File: src/rtl/fsc_pkg.sv
// Shared types and constants for the field sensor calibrate-and-steer block.
// No dependencies; used by the front end, queue, divider, back end and top level.
`timescale 1ns / 1ps
package fsc_pkg;
  localparam int unsigned SPF_DEFAULT = 6;
  localparam int unsigned SAMPLE_W    = 12;
  localparam int unsigned SUM_W       = 15;
  localparam int unsigned LEVEL_W     = 7;
  localparam int unsigned STEER_W     = 18;
  localparam int unsigned NUM_W       = 22;   // divider dividend / quotient width
  localparam logic [LEVEL_W-1:0] LEVEL_MAX = 7'd100;
  localparam logic [6:0] PCT_SCALE = 7'd100;
  localparam logic [16:0] STEER_SCALE = 17'd128000;  // 500 * 2^8

  typedef struct packed {
    logic [2:0][SUM_W-1:0] sums;
    logic [2:0][SUM_W-1:0] peaks;
  } frame_t;
endpackage

File: src/rtl/fsc_front.sv
// Front end: accepts sample words, accumulates frame sums, tracks peaks.
// Depends on fsc_pkg; pushes one frame_t per closed frame into the queue.
`timescale 1ns / 1ps
module fsc_front #(
  parameter int unsigned SAMPLES_PER_FRAME = fsc_pkg::SPF_DEFAULT
) (
  input  logic                         clk_i,
  input  logic                         rst_ni,
  input  logic                         in_valid_i,
  output logic                         in_ready_o,
  input  logic [3*fsc_pkg::SAMPLE_W-1:0] samples_i,
  input  logic                         calib_enable_i,
  input  logic                         q_full_i,
  output logic                         q_push_o,
  output fsc_pkg::frame_t              q_data_o
);
  localparam int unsigned CNT_W = (SAMPLES_PER_FRAME > 1) ? $clog2(SAMPLES_PER_FRAME) : 1;
  localparam logic [CNT_W-1:0] LAST = CNT_W'(SAMPLES_PER_FRAME - 1);

  logic [2:0][fsc_pkg::SUM_W-1:0] sums_q, sums_d, peak_q, peak_d, add_sums;
  logic [CNT_W-1:0] cnt_q, cnt_d;
  logic idle_q, idle_d, close, accept;

  assign close      = (cnt_q == LAST);
  assign in_ready_o = !(close && q_full_i);
  assign accept     = in_valid_i && in_ready_o;
  assign q_push_o   = accept && close;

  always_comb begin
    for (int i = 0; i < 3; i++) begin
      add_sums[i] = sums_q[i] + fsc_pkg::SUM_W'(
        {samples_i[i*fsc_pkg::SAMPLE_W + 1 +: fsc_pkg::SAMPLE_W-1], 1'b0});
    end
    sums_d = sums_q;
    peak_d = peak_q;
    cnt_d  = cnt_q;
    idle_d = idle_q;
    if (accept) begin
      if (close) begin
        if (calib_enable_i) begin
          idle_d = 1'b0;
          for (int i = 0; i < 3; i++) begin
            // the first calibrating frame starts from cleared peaks
            if (idle_q || add_sums[i] > peak_q[i]) peak_d[i] = add_sums[i];
          end
        end else begin
          idle_d = 1'b1;
        end
        sums_d = '0;
        cnt_d  = '0;
      end else begin
        sums_d = add_sums;
        cnt_d  = cnt_q + 1'b1;
      end
    end
  end

  assign q_data_o.sums  = add_sums;
  assign q_data_o.peaks = peak_d;

  always_ff @(posedge clk_i or negedge rst_ni) begin
    if (!rst_ni) begin
      sums_q <= '0;
      peak_q <= '0;
      cnt_q  <= '0;
      idle_q <= 1'b1;
    end else begin
      sums_q <= sums_d;
      peak_q <= peak_d;
      cnt_q  <= cnt_d;
      idle_q <= idle_d;
    end
  end
endmodule

File: src/rtl/fsc_fifo.sv
// Two-entry queue of closed frames between front and back ends.
// Depends on fsc_pkg for the frame_t entry type.
`timescale 1ns / 1ps
module fsc_fifo (
  input  logic            clk_i,
  input  logic            rst_ni,
  input  logic            push_i,
  input  fsc_pkg::frame_t data_i,
  output logic            full_o,
  input  logic            pop_i,
  output logic            empty_o,
  output fsc_pkg::frame_t data_o
);
  fsc_pkg::frame_t mem_q [2];
  logic wr_q, rd_q;
  logic [1:0] cnt_q;

  assign full_o  = cnt_q[1];
  assign empty_o = (cnt_q == 2'd0);
  assign data_o  = mem_q[rd_q];

  always_ff @(posedge clk_i) begin
    if (push_i) mem_q[wr_q] <= data_i;
  end

  always_ff @(posedge clk_i or negedge rst_ni) begin
    if (!rst_ni) begin
      wr_q  <= 1'b0;
      rd_q  <= 1'b0;
      cnt_q <= 2'd0;
    end else begin
      if (push_i) wr_q <= ~wr_q;
      if (pop_i)  rd_q <= ~rd_q;
      cnt_q <= cnt_q + {1'b0, push_i} - {1'b0, pop_i};
    end
  end
endmodule

File: src/rtl/fsc_div.sv
// Iterative restoring divider, one quotient bit per cycle.
// Depends on fsc_pkg for widths; shared by the level and steering steps.
`timescale 1ns / 1ps
module fsc_div (
  input  logic                        clk_i,
  input  logic                        rst_ni,
  input  logic                        start_i,
  input  logic [fsc_pkg::NUM_W-1:0]   num_i,
  input  logic [fsc_pkg::SUM_W-1:0]   den_i,
  output logic                        done_o,
  output logic [fsc_pkg::NUM_W-1:0]   quot_o
);
  localparam int unsigned CW = $clog2(fsc_pkg::NUM_W + 1);

  logic [fsc_pkg::NUM_W-1:0] quot_q;
  logic [fsc_pkg::SUM_W-1:0] rem_q, den_q;
  logic [fsc_pkg::SUM_W:0]   rem_sh;
  logic [CW-1:0]             cnt_q;
  logic                      busy_q, done_q;

  assign rem_sh = {rem_q, quot_q[fsc_pkg::NUM_W-1]};
  assign done_o = done_q;
  assign quot_o = quot_q;

  always_ff @(posedge clk_i or negedge rst_ni) begin
    if (!rst_ni) begin
      busy_q <= 1'b0;
      done_q <= 1'b0;
      cnt_q  <= '0;
    end else begin
      done_q <= 1'b0;
      if (start_i) begin
        busy_q <= 1'b1;
        cnt_q  <= CW'(fsc_pkg::NUM_W);
      end else if (busy_q) begin
        cnt_q <= cnt_q - 1'b1;
        if (cnt_q == CW'(1)) begin
          busy_q <= 1'b0;
          done_q <= 1'b1;
        end
      end
    end
  end

  // dividend shifts out of the top of quot_q as quotient bits enter the bottom
  always_ff @(posedge clk_i) begin
    if (start_i) begin
      quot_q <= num_i;
      rem_q  <= '0;
      den_q  <= den_i;
    end else if (busy_q) begin
      if (rem_sh >= {1'b0, den_q}) begin
        rem_q  <= fsc_pkg::SUM_W'(rem_sh - {1'b0, den_q});
        quot_q <= {quot_q[fsc_pkg::NUM_W-2:0], 1'b1};
      end else begin
        rem_q  <= rem_sh[fsc_pkg::SUM_W-1:0];
        quot_q <= {quot_q[fsc_pkg::NUM_W-2:0], 1'b0};
      end
    end
  end
endmodule

File: src/rtl/fsc_back.sv
// Back end: levels, square roots and steering error for one frame at a time.
// Depends on fsc_pkg and fsc_div; drives the output register.
`timescale 1ns / 1ps
module fsc_back (
  input  logic                               clk_i,
  input  logic                               rst_ni,
  input  logic                               q_empty_i,
  input  fsc_pkg::frame_t                    q_data_i,
  output logic                               q_pop_o,
  output logic                               out_valid_o,
  input  logic                               out_ready_i,
  output logic [3*fsc_pkg::LEVEL_W-1:0]      levels_o,
  output logic [fsc_pkg::STEER_W-1:0]        steer_o,
  output logic                               div_zero_o
);
  typedef enum logic [2:0] {
    S_IDLE, S_LSTART, S_LWAIT, S_SQRT, S_MUL, S_DSTART, S_DWAIT, S_DONE
  } state_e;

  localparam int unsigned RT_W = 20;   // root of a 7-bit value in Q16
  localparam int unsigned SQ_STEPS = RT_W;
  localparam int unsigned SQ_CW = $clog2(SQ_STEPS + 1);

  state_e state_q;
  fsc_pkg::frame_t frm_q;
  logic [2:0][fsc_pkg::LEVEL_W-1:0] lvl_q;
  logic [1:0] ch_q;
  logic sq_sel_q;                       // 0: left channel, 1: right channel
  logic [2*RT_W-1:0] sq_src_q;
  logic [RT_W+2:0] sq_rem_q;
  logic [RT_W-1:0] sq_root_q, root0_q;
  logic [SQ_CW-1:0] sq_cnt_q;
  logic neg_q;
  logic [36:0] prod_q;
  logic [8:0] den_sum;
  logic out_valid_q, div_zero_q;
  logic [fsc_pkg::STEER_W-1:0] steer_q;
  // output register, so the next frame can be worked on while a word waits
  logic [3*fsc_pkg::LEVEL_W-1:0] out_lvl_q;
  logic [fsc_pkg::STEER_W-1:0] out_steer_q;
  logic out_dz_q;
  logic out_load;

  logic div_start, div_done;
  logic [fsc_pkg::NUM_W-1:0] div_num, div_quot;
  logic [fsc_pkg::SUM_W-1:0] div_den;
  logic [RT_W+2:0] sq_rem_sh, sq_trial;
  logic [RT_W-1:0] diff, sq_next_root;

  assign den_sum = 9'(lvl_q[0]) + 9'(lvl_q[1]) + 9'(lvl_q[2]);
  assign div_start = (state_q == S_LSTART) || (state_q == S_DSTART);
  always_comb begin
    if (state_q == S_LSTART) begin
      div_num = fsc_pkg::NUM_W'(frm_q.sums[ch_q] * fsc_pkg::PCT_SCALE);
      div_den = frm_q.peaks[ch_q];
    end else begin
      div_num = fsc_pkg::NUM_W'(prod_q[36:16]);
      div_den = fsc_pkg::SUM_W'(den_sum);
    end
  end

  fsc_div u_div (
    .clk_i, .rst_ni, .start_i(div_start), .num_i(div_num), .den_i(div_den),
    .done_o(div_done), .quot_o(div_quot)
  );

  assign sq_rem_sh = {sq_rem_q[RT_W:0], sq_src_q[2*RT_W-1 -: 2]};
  assign sq_trial  = {1'b0, sq_root_q, 2'b01};
  assign sq_next_root = {sq_root_q[RT_W-2:0], (sq_rem_sh >= sq_trial)};
  assign diff = (root0_q >= sq_root_q) ? root0_q - sq_root_q : sq_root_q - root0_q;

  assign out_load    = (state_q == S_DONE) && (!out_valid_q || out_ready_i);
  assign q_pop_o     = (state_q == S_IDLE) && !q_empty_i;
  assign out_valid_o = out_valid_q;
  assign levels_o    = out_lvl_q;
  assign steer_o     = out_steer_q;
  assign div_zero_o  = out_dz_q;

  always_ff @(posedge clk_i) begin
    if (out_load) begin
      out_lvl_q   <= lvl_q;
      out_steer_q <= steer_q;
      out_dz_q    <= div_zero_q;
    end
  end

  always_ff @(posedge clk_i or negedge rst_ni) begin
    if (!rst_ni) begin
      state_q     <= S_IDLE;
      out_valid_q <= 1'b0;
      ch_q        <= 2'd0;
      sq_sel_q    <= 1'b0;
      sq_cnt_q    <= '0;
    end else begin
      if (out_load) begin
        out_valid_q <= 1'b1;
      end else if (out_ready_i) begin
        out_valid_q <= 1'b0;
      end
      case (state_q)
        S_IDLE: begin
          if (!q_empty_i) begin
            frm_q   <= q_data_i;
            ch_q    <= 2'd0;
            state_q <= S_LSTART;
          end
        end
        S_LSTART: state_q <= S_LWAIT;
        S_LWAIT: begin
          if (div_done) begin
            if (frm_q.peaks[ch_q] == '0) begin
              lvl_q[ch_q] <= (frm_q.sums[ch_q] != '0) ? fsc_pkg::LEVEL_MAX : '0;
            end else if (div_quot > fsc_pkg::NUM_W'(fsc_pkg::LEVEL_MAX)) begin
              lvl_q[ch_q] <= fsc_pkg::LEVEL_MAX;
            end else begin
              lvl_q[ch_q] <= div_quot[fsc_pkg::LEVEL_W-1:0];
            end
            if (ch_q == 2'd2) begin
              sq_sel_q <= 1'b0;
              state_q  <= S_SQRT;
              sq_cnt_q <= '0;
              sq_rem_q <= '0;
              sq_root_q <= '0;
              sq_src_q <= {1'b0, lvl_q[0], 32'd0};
            end else begin
              ch_q    <= ch_q + 2'd1;
              state_q <= S_LSTART;
            end
          end
        end
        S_SQRT: begin
          if (sq_cnt_q == SQ_CW'(SQ_STEPS - 1) && !sq_sel_q) begin
            // keep the left root, restart on the right channel next cycle
            root0_q   <= sq_next_root;
            sq_sel_q  <= 1'b1;
            sq_cnt_q  <= '0;
            sq_rem_q  <= '0;
            sq_root_q <= '0;
            sq_src_q  <= {1'b0, lvl_q[2], 32'd0};
          end else begin
            sq_src_q  <= {sq_src_q[2*RT_W-3:0], 2'b00};
            sq_root_q <= sq_next_root;
            if (sq_rem_sh >= sq_trial) begin
              sq_rem_q <= sq_rem_sh - sq_trial;
            end else begin
              sq_rem_q <= sq_rem_sh;
            end
            sq_cnt_q <= sq_cnt_q + 1'b1;
            if (sq_cnt_q == SQ_CW'(SQ_STEPS - 1)) state_q <= S_MUL;
          end
        end
        S_MUL: begin
          neg_q  <= sq_root_q > root0_q;
          prod_q <= 37'(diff * fsc_pkg::STEER_SCALE);
          state_q <= (den_sum == 9'd0) ? S_DONE : S_DSTART;
          if (den_sum == 9'd0) steer_q <= '0;
          div_zero_q <= (den_sum == 9'd0);
        end
        S_DSTART: state_q <= S_DWAIT;
        S_DWAIT: begin
          if (div_done) begin
            steer_q <= neg_q ? fsc_pkg::STEER_W'(-div_quot)
                             : fsc_pkg::STEER_W'(div_quot);
            state_q <= S_DONE;
          end
        end
        S_DONE: begin
          if (out_load) state_q <= S_IDLE;
        end
        default: state_q <= S_IDLE;
      endcase
    end
  end
endmodule

File: src/rtl/field_sensor_calibrate_and_steer.sv
// Top level of the field sensor calibrate-and-steer block.
// Depends on fsc_pkg, fsc_front, fsc_fifo, fsc_div and fsc_back.
//
// Usage:
//  - Slave stream s_axis_*: one word per ADC sample set (three 12-bit
//    conversions), tuser carries the calibration enable. Bit 0 of each
//    conversion is ignored.
//  - Every SAMPLES_PER_FRAME-th word closes a frame; the front end folds it
//    into the sums, updates the calibration peaks when calibration is enabled
//    and queues the frame. Master stream m_axis_*: one word per frame with three levels and the
//    Q8 steering error; tuser is the zero-denominator flag.
//  - Non-closing words are taken every cycle. In the back end a frame goes
//    through three divisions for the levels, two 20-step square roots, one
//    multiply and, unless the level sum is zero, a final division, all on the
//    shared iterative divider and root unit. The back end works on one frame
//    at a time while the front end goes on taking words into the queue.
//  - A two-frame queue decouples the ends; only a closing word waits when
//    the queue is full.
//  - When the receiver stalls, the result holds in the output register and
//    the back end finishes the next frame, then waits.
//  - Reset clears sums, count, peaks and queue, and marks calibration idle.
`timescale 1ns / 1ps
module field_sensor_calibrate_and_steer #(
  parameter int unsigned SAMPLES_PER_FRAME = fsc_pkg::SPF_DEFAULT
) (
  input  logic        clk_i,
  input  logic        rst_ni,
  input  logic        s_axis_tvalid,
  output logic        s_axis_tready,
  input  logic [39:0] s_axis_tdata,   // sample_ch0, sample_ch1, sample_ch2, zero pad
  input  logic [0:0]  s_axis_tuser,   // calib_enable
  output logic        m_axis_tvalid,
  input  logic        m_axis_tready,
  output logic [39:0] m_axis_tdata,   // level_ch0, level_ch1, level_ch2, steer_q8, pad
  output logic [0:0]  m_axis_tuser    // div_zero
);
  fsc_pkg::frame_t push_data, pop_data;
  logic push, pop, q_full, q_empty;
  logic [3*fsc_pkg::LEVEL_W-1:0] levels;
  logic [fsc_pkg::STEER_W-1:0] steer;
  logic div_zero;

  fsc_front #(.SAMPLES_PER_FRAME(SAMPLES_PER_FRAME)) u_front (
    .clk_i, .rst_ni,
    .in_valid_i(s_axis_tvalid), .in_ready_o(s_axis_tready),
    .samples_i(s_axis_tdata[35:0]), .calib_enable_i(s_axis_tuser[0]),
    .q_full_i(q_full), .q_push_o(push), .q_data_o(push_data)
  );

  fsc_fifo u_fifo (
    .clk_i, .rst_ni, .push_i(push), .data_i(push_data), .full_o(q_full),
    .pop_i(pop), .empty_o(q_empty), .data_o(pop_data)
  );

  fsc_back u_back (
    .clk_i, .rst_ni, .q_empty_i(q_empty), .q_data_i(pop_data), .q_pop_o(pop),
    .out_valid_o(m_axis_tvalid), .out_ready_i(m_axis_tready),
    .levels_o(levels), .steer_o(steer), .div_zero_o(div_zero)
  );

  assign m_axis_tdata = {1'b0, steer, levels};
  assign m_axis_tuser = div_zero;
endmodule

File: config.mk
export PLATFORM = sky130hd
export DESIGN_NAME = field_sensor_calibrate_and_steer
export DESIGN_NICKNAME = d
export VERILOG_FILES = /design/src/rtl/fsc_pkg.sv /design/src/rtl/fsc_front.sv /design/src/rtl/fsc_fifo.sv /design/src/rtl/fsc_div.sv /design/src/rtl/fsc_back.sv /design/src/rtl/field_sensor_calibrate_and_steer.sv
export SDC_FILE = /design/constraint.sdc
export NUM_CORES = 1
export LEC_CHECK = 0
export ABC_CLOCK_PERIOD_IN_PS = 21700
export BUFFER_PORTS_ARGS = -buffer_cell sky130_fd_sc_hd__buf_2
export CORE_MARGIN = 2
export CORE_UTILIZATION = 60
export DETAILED_ROUTE_END_ITERATION = 7
export PLACE_DENSITY_LB_ADDON = 0.3
export SKIP_LAST_GASP = 1
export SYNTH_ARGS = -nofsm -noshare
export SYNTH_HDL_FRONTEND = slang
export SYNTH_HIERARCHICAL = 1
export SYNTH_SLANG_ARGS = --single-unit
File: constraint.sdc
create_clock -name clk_i -period 21.7 [get_ports clk_i]
set_input_delay 2.17 -clock clk_i [delete_from_list [all_inputs] [get_ports clk_i]]
set_output_delay 2.17 -clock clk_i [all_outputs]
set_load 0.1 [all_outputs]
After elaboration in Yosys (flattened, before gate mapping). Memories as Yosys holds them, arrays and structs flattened. A register that Yosys moved wholly into a read port is not among the register bits. Cells that the tools add are included.

Bits in registers: 378. Memory bits (writable): 180. Bits of input ports: 45. Word-level logic and storage cells: 207. Memories: 1.

Memory list: u_fifo.mem_q (depth 2, bits a word 90, read ports 1, clocked after memory_dff 1, write ports 1, RTL line fsc_fifo.sv:14) `fsc_pkg::frame_t mem_q [2];`.

Add/subtract/negate cells: 16. Multipliers: 2. Order comparisons: 10. Eq/ne operators: 21. Mux-type cells: 77. Bitwise logic cells: 6. Reduce and logical (&&, ||, !) cells: 37.

Operator list (count): $mux W45 (4); $mux W21 (6); $mux W40 (3); $mux W15 (6); $mux W20 (4); $pmux W40 S2 (1); $mux W22 (3); $bmux W15 S2 (2); $mux W18 (3); $add A15 B12 Y15 (3); $gt A15 B15 Y1 (3); $bwmux W21 (2); $pmux W21 S2 (1); $pmux W20 S2 (1); $sub A20 B20 Y20 (2); $pmux W18 S2 (1); $mul A20 B7 Y27 const B (1); $mux W5 (5); $pmux W3 S8 (1); $ge A23 B22 Y1 (1); $gt A22 B7 Y1 const B (1); $mux W3 (7); $sub A21 B21 Y21 (1); $ge A20 B20 Y1 (1); other kinds (48) (106).

Logic depth before layout (Yosys ltp).
Word-level depth: 8. Depth in mapped cells: 32.

By module. The synthesis kept the hierarchy.

Modules (own cells, without submodules): fsc_back (times used 1, cells an instance 1761, area an instance 19039.5 um^2); fsc_fifo (times used 1, cells an instance 294, area an instance 6744.0 um^2); fsc_front (times used 1, cells an instance 612, area an instance 6180.9 um^2); fsc_div (times used 1, cells an instance 293, area an instance 3223.1 um^2); field_sensor_calibrate_and_steer (times used 1, cells an instance 2, area an instance 11.3 um^2).

Worst setup path before layout. OpenSTA, ideal clock, no wires.

Kind: in2reg. From: input s_axis_tvalid. To: memory u_fifo/mem_q[0][0] (netlist bit) (enable). Arrival time: 6534 ps. Data required time: 21150 ps. Slack: 14616 ps. Stages on the path: 2. Buffers on the path: 0. Cells stage by stage: nor3b_4 > nor2b_1.

Longest elaborated chain between the ends: 4.

RTL lines: start, declared (RTL line field_sensor_calibrate_and_steer.sv:28) `input logic s_axis_tvalid,`; $logic_and A1 B1 Y1 (RTL line fsc_front.sv:26) `assign accept = in_valid_i && in_ready_o;`; $logic_and A1 B1 Y1 (RTL line fsc_front.sv:27) `assign q_push_o = accept && close;`; $mux W1 (RTL line fsc_fifo.sv:23) `if (push_i) mem_q[wr_q] <= data_i;`; $mux W1 (implied by the code) (RTL line fsc_fifo.sv:23); end, declared (RTL line fsc_fifo.sv:14).

Every way passes these cells.

Final worst setup path.
From: register u_back.sq_root_q[16]. To: register u_back.prod_q[36] (data pin).

Longest elaborated chain between the ends: 3.

RTL lines: start, declared (RTL line fsc_back.sv:31) `logic [RT_W-1:0] sq_root_q, root0_q;`; start signal, assigned (RTL line fsc_back.sv:142) `sq_root_q <= sq_next_root;`; $sub A20 B20 Y20 / $ge A20 B20 Y1 (equally long branches) (RTL line fsc_back.sv:70) `assign diff = (root0_q >= sq_root_q) ? root0_q - sq_root_q : sq_root_q - root0_q;`; $mux W20 * (RTL line fsc_back.sv:70); $mul A20 B7 Y27 * (RTL line fsc_back.sv:154) `prod_q <= 37'(diff * fsc_pkg::STEER_SCALE);`; end signal, assigned (RTL line fsc_back.sv:154); end, declared (RTL line fsc_back.sv:34) `logic [36:0] prod_q;`.

Mark *: on every way between the ends. The rest lies on a longest branch, timed or not. A chain may end at the register's enable or synchronous reset.

==> key figures <==
Layout
  • Design area: 0.0383 mm2
  • Multi-input combinational cell area: 0.0160 mm2
  • Fillers: between 4000 and 5000
  • Commonest cells after routing, fill and taps aside: edfxtp_1, inv_1, ha_1
  • P&R area growth vs syn: 8.74%
  • Ant diodes: 0
  • Total area of sequential cells: 0.0175 mm2
  • Layout cells sized above 1: 0.130
  • Nets: between 3000 and 4000
  • Commonest non-fill, non-tap cell in the layout: edfxtp_1
  • Post-layout util: 0.662

Yosys
  • Post-synth EDFFs: 478
  • Cells after Synth: around 3000
  • Main synth FF type: edfxtp_1
  • Synth cell types: 98
  • Register area share after synthesis: 0.497
  • Synth Register Bits: 607
  • Syn avg cell area: about 12 um2
  • Synthesized area: between 0.03 and 0.04 mm2
  • Async S/R FF share, synth: 0.188
  • Ys Warns: 6

Status
  • Outcome: completed

Power
  • Internal power: 2350 uW
  • Total power: 3350 uW
  • VDD IR max: 87.6 uV
  • Sw Share: 0.298
  • Reg power frac: 0.441
  • P_sw: 1000 uW
  • Static leakage: 0.0155 uW
  • Combinational share of power: 0.240
  • Clock power share: 0.319
  • Power per Cell Area: 87.6 mW/mm2

Setup path
  • Crit. End Element: flip-flop
  • Critical path buffers and inverters: 4
  • Startpoint type of the worst setup path: flip-flop
  • Worst setup path class: flip-flop to flip-flop
  • CP arrival: between 8 and 9 ns
  • Slowest stage delay, CP: 0.63 ns
  • Slowest-stage cell, CP: xnor2_1
  • Crit-path max FO: 25
  • Kind of cell adding the most delay to the critical path: adder cells
  • Critical path required time: 22.09 ns

Clocking
  • CTS Hold Bufs: 0
  • Root buf cell: clkbuf_16
  • Clock slew at reported path FFs: roughly 0.070 ns
  • CTS tree: built
  • Setup Fix Bufs, Post-CTS: 0
  • Htree depth: 2
  • CTS Buf Count: 60
  • Resized cells post-CTS: 0
  • CTS Sinks: 607
  • Max Root-Sink Buffers: 3
  • Clk_lat worst skew: 0.65 ns

Routing
  • Detailed Route WL: 77100 um
  • Vias: 22900
  • Drt drc: 0
  • Via density: 5.94
  • TritonRoute pass-1 iters: 5
  • Detail Route Antenna Nets: 0
  • Iteration-0 DRC count of the detailed router: 2134
  • WL per Instance: about 20 um

Job
  • Max_cap viols: 0

Floorplanning
  • Initial core utilization: 0.609
  • Chip Height: around 250 um
  • Die Width: 246 um
  • Core Box Area: ~0.058 mm2
  • IO Count: 88
  • Die area: 0.0606 mm2
  • Site Rows: 88

Timing
  • Setup-failing EPs final: 0
  • RSZ-0062 raised after global routing: false
  • Setup TNS: 0 ns
  • Final worst setup slack: 13.27 ns
  • Final Hold Fails: 0
  • Fin crit share: 0.389
  • Relative slew slack: 0.0924
  • Slew @ Worst Pin: 1.35 ns
  • Fin crit period: 8.43 ns
  • Final Skew: 0.0266 ns
  • Slew Viols, Final: 0
  • Max Fclk: between 100 and 150 MHz

GRT
  • Vias in the first global route: between 20000 and 25000
  • First-pass GRT wire length: 123000 um
  • GRT Resource Usage Total: 0.258
  • Antenna violations before repair: 0
  • Largest net degree at the start of global routing: 73
  • Grt total ovfl: 0

Place
  • Gpl congestion: 0.901
  • Buffers on Ports: 79
  • HPWL after DPL: 56300 um
  • DP Area: 0.0362 mm2
  • DP Worst Slack: roughly 13 ns

Hold path
  • Hold crit path type: flip-flop to flip-flop
-- cell usage after synthesis (all sizes together), types with 28 or more instances --
library cell    n  area (um2)
mux2          145        1700
a22o           39         342
ha            280        3500
o21ai         141         713
inv           319        1200
xor2           57         507
edfxtp        478       14400
a21oi         172         887
nand4          33         206
nand2b         28         178
nand3          38         190
dfrtp         113        2830
xnor2          97         850
mux2i          78         781
nand2         147         559
fa             88        1760
clkbuf         52         285
nor2          217         817
buf            42         245
a21o           48         360
-- cell families after synthesis --
family / share of synthesized area
AND/OR/NAND/NOR: 0.0828
multiplexers: 0.0705
flip-flops: 0.497
AO/OA/AOI/OAI: 0.111
adder cells (fa/ha/maj): 0.150
other: 0.000213
XOR/XNOR: 0.0392
buffers and inverters: 0.0491
-- through the flow --
| step | hold slack (ns) | instances |
|---|---|---|
| CTS | 0.421 | 3848 |
| global placement | 0.404 | 3736 |
| floorplan | 0.400 | 2964 |
| global route | 0.434 | 3848 |
| finish | 0.419 | 3848 |
| detailed placement | 0.408 | 3736 |
-- layout make-up --
type,instances,area share
flip-flops and latches,607,0.458
multi-input cells,1944,0.418
clock buffers,85,0.0444
inverters,319,0.0313
well taps,765,0.0250
repair buffers,101,0.0147
clock inverters,27,0.00876
-- flip-flops by register name, indices dropped and copies added, names as in the netlist, 3 cells and up --
register             flops
u_back/root0_q          20
u_back/levels_o         21
u_back/lvl_q            21
u_back/u_div/den_q      15
u_back/sq_rem_q         21
u_back/steer_o          18
u_back/sq_cnt_q          5
u_back/u_div/quot_o     22
u_front/cnt_q            3
u_back/sq_src_q          8
u_back/u_div/rem_q      15
u_back/prod_q           21
u_back/frm_q            90
u_back/sq_root_q        20
u_fifo/mem_q           180
u_back/u_div/cnt_q       5
u_front/peak_q          45
u_front/sums_q          42
u_back/state_q           3
u_back/steer_q          18
-- layer usage --
layer	share of wire	global-route usage	vias up
li1	-	-	10700
met1	0.41	0.336	11300
met2	0.50	0.441	673
met3	0.056	0.0387	142
met4	0.034	0.0918	0
met5	0	0	-
-- worst reg2reg max path, delay by kind of cell (launching register included) --
kind	cells	cell delay, ns
AO/OA/AOI/OAI	13	2.36
XOR/XNOR	2	0.72
AND/OR/NAND/NOR	3	1.09
buffers and inverters	4	0.76
flip-flops	1	0.43
adder cells (fa/ha/maj)	6	2.80
-- power by group through the flow --
stage	clock (uW)	sequential, uW	combinational (uW)
2_1_floorplan	0	1480	585
3_3_place_gp	0	1490	734
3_5_place_dp	0	1500	784
4_1_cts	1090	1480	800
5_1_grt	1130	1490	898
6_report	1070	1480	806
-- worst paths after layout --
| kind | from | endpoint | slack [ns] | cells after the start |
|---|---|---|---|---|
| min reg2reg | u_back/steer_q[15] | u_back/steer_o[15] | 0.42 | 0 |
| max in group asynchronous | rst_ni | u_front/sums_q[32] | 18.49 | 3 |
| min in group asynchronous | rst_ni | u_back/state_q[1] | 1.47 | 1 |
| max | u_back/sq_root_q[16] | u_back/prod_q[36] | 13.27 | 28 |
| min | u_back/steer_q[15] | u_back/steer_o[15] | 0.42 | 0 |
| max reg2reg | u_back/sq_root_q[16] | u_back/prod_q[36] | 13.27 | 28 |
No activity file was read; power rests on OpenSTA's default activity.
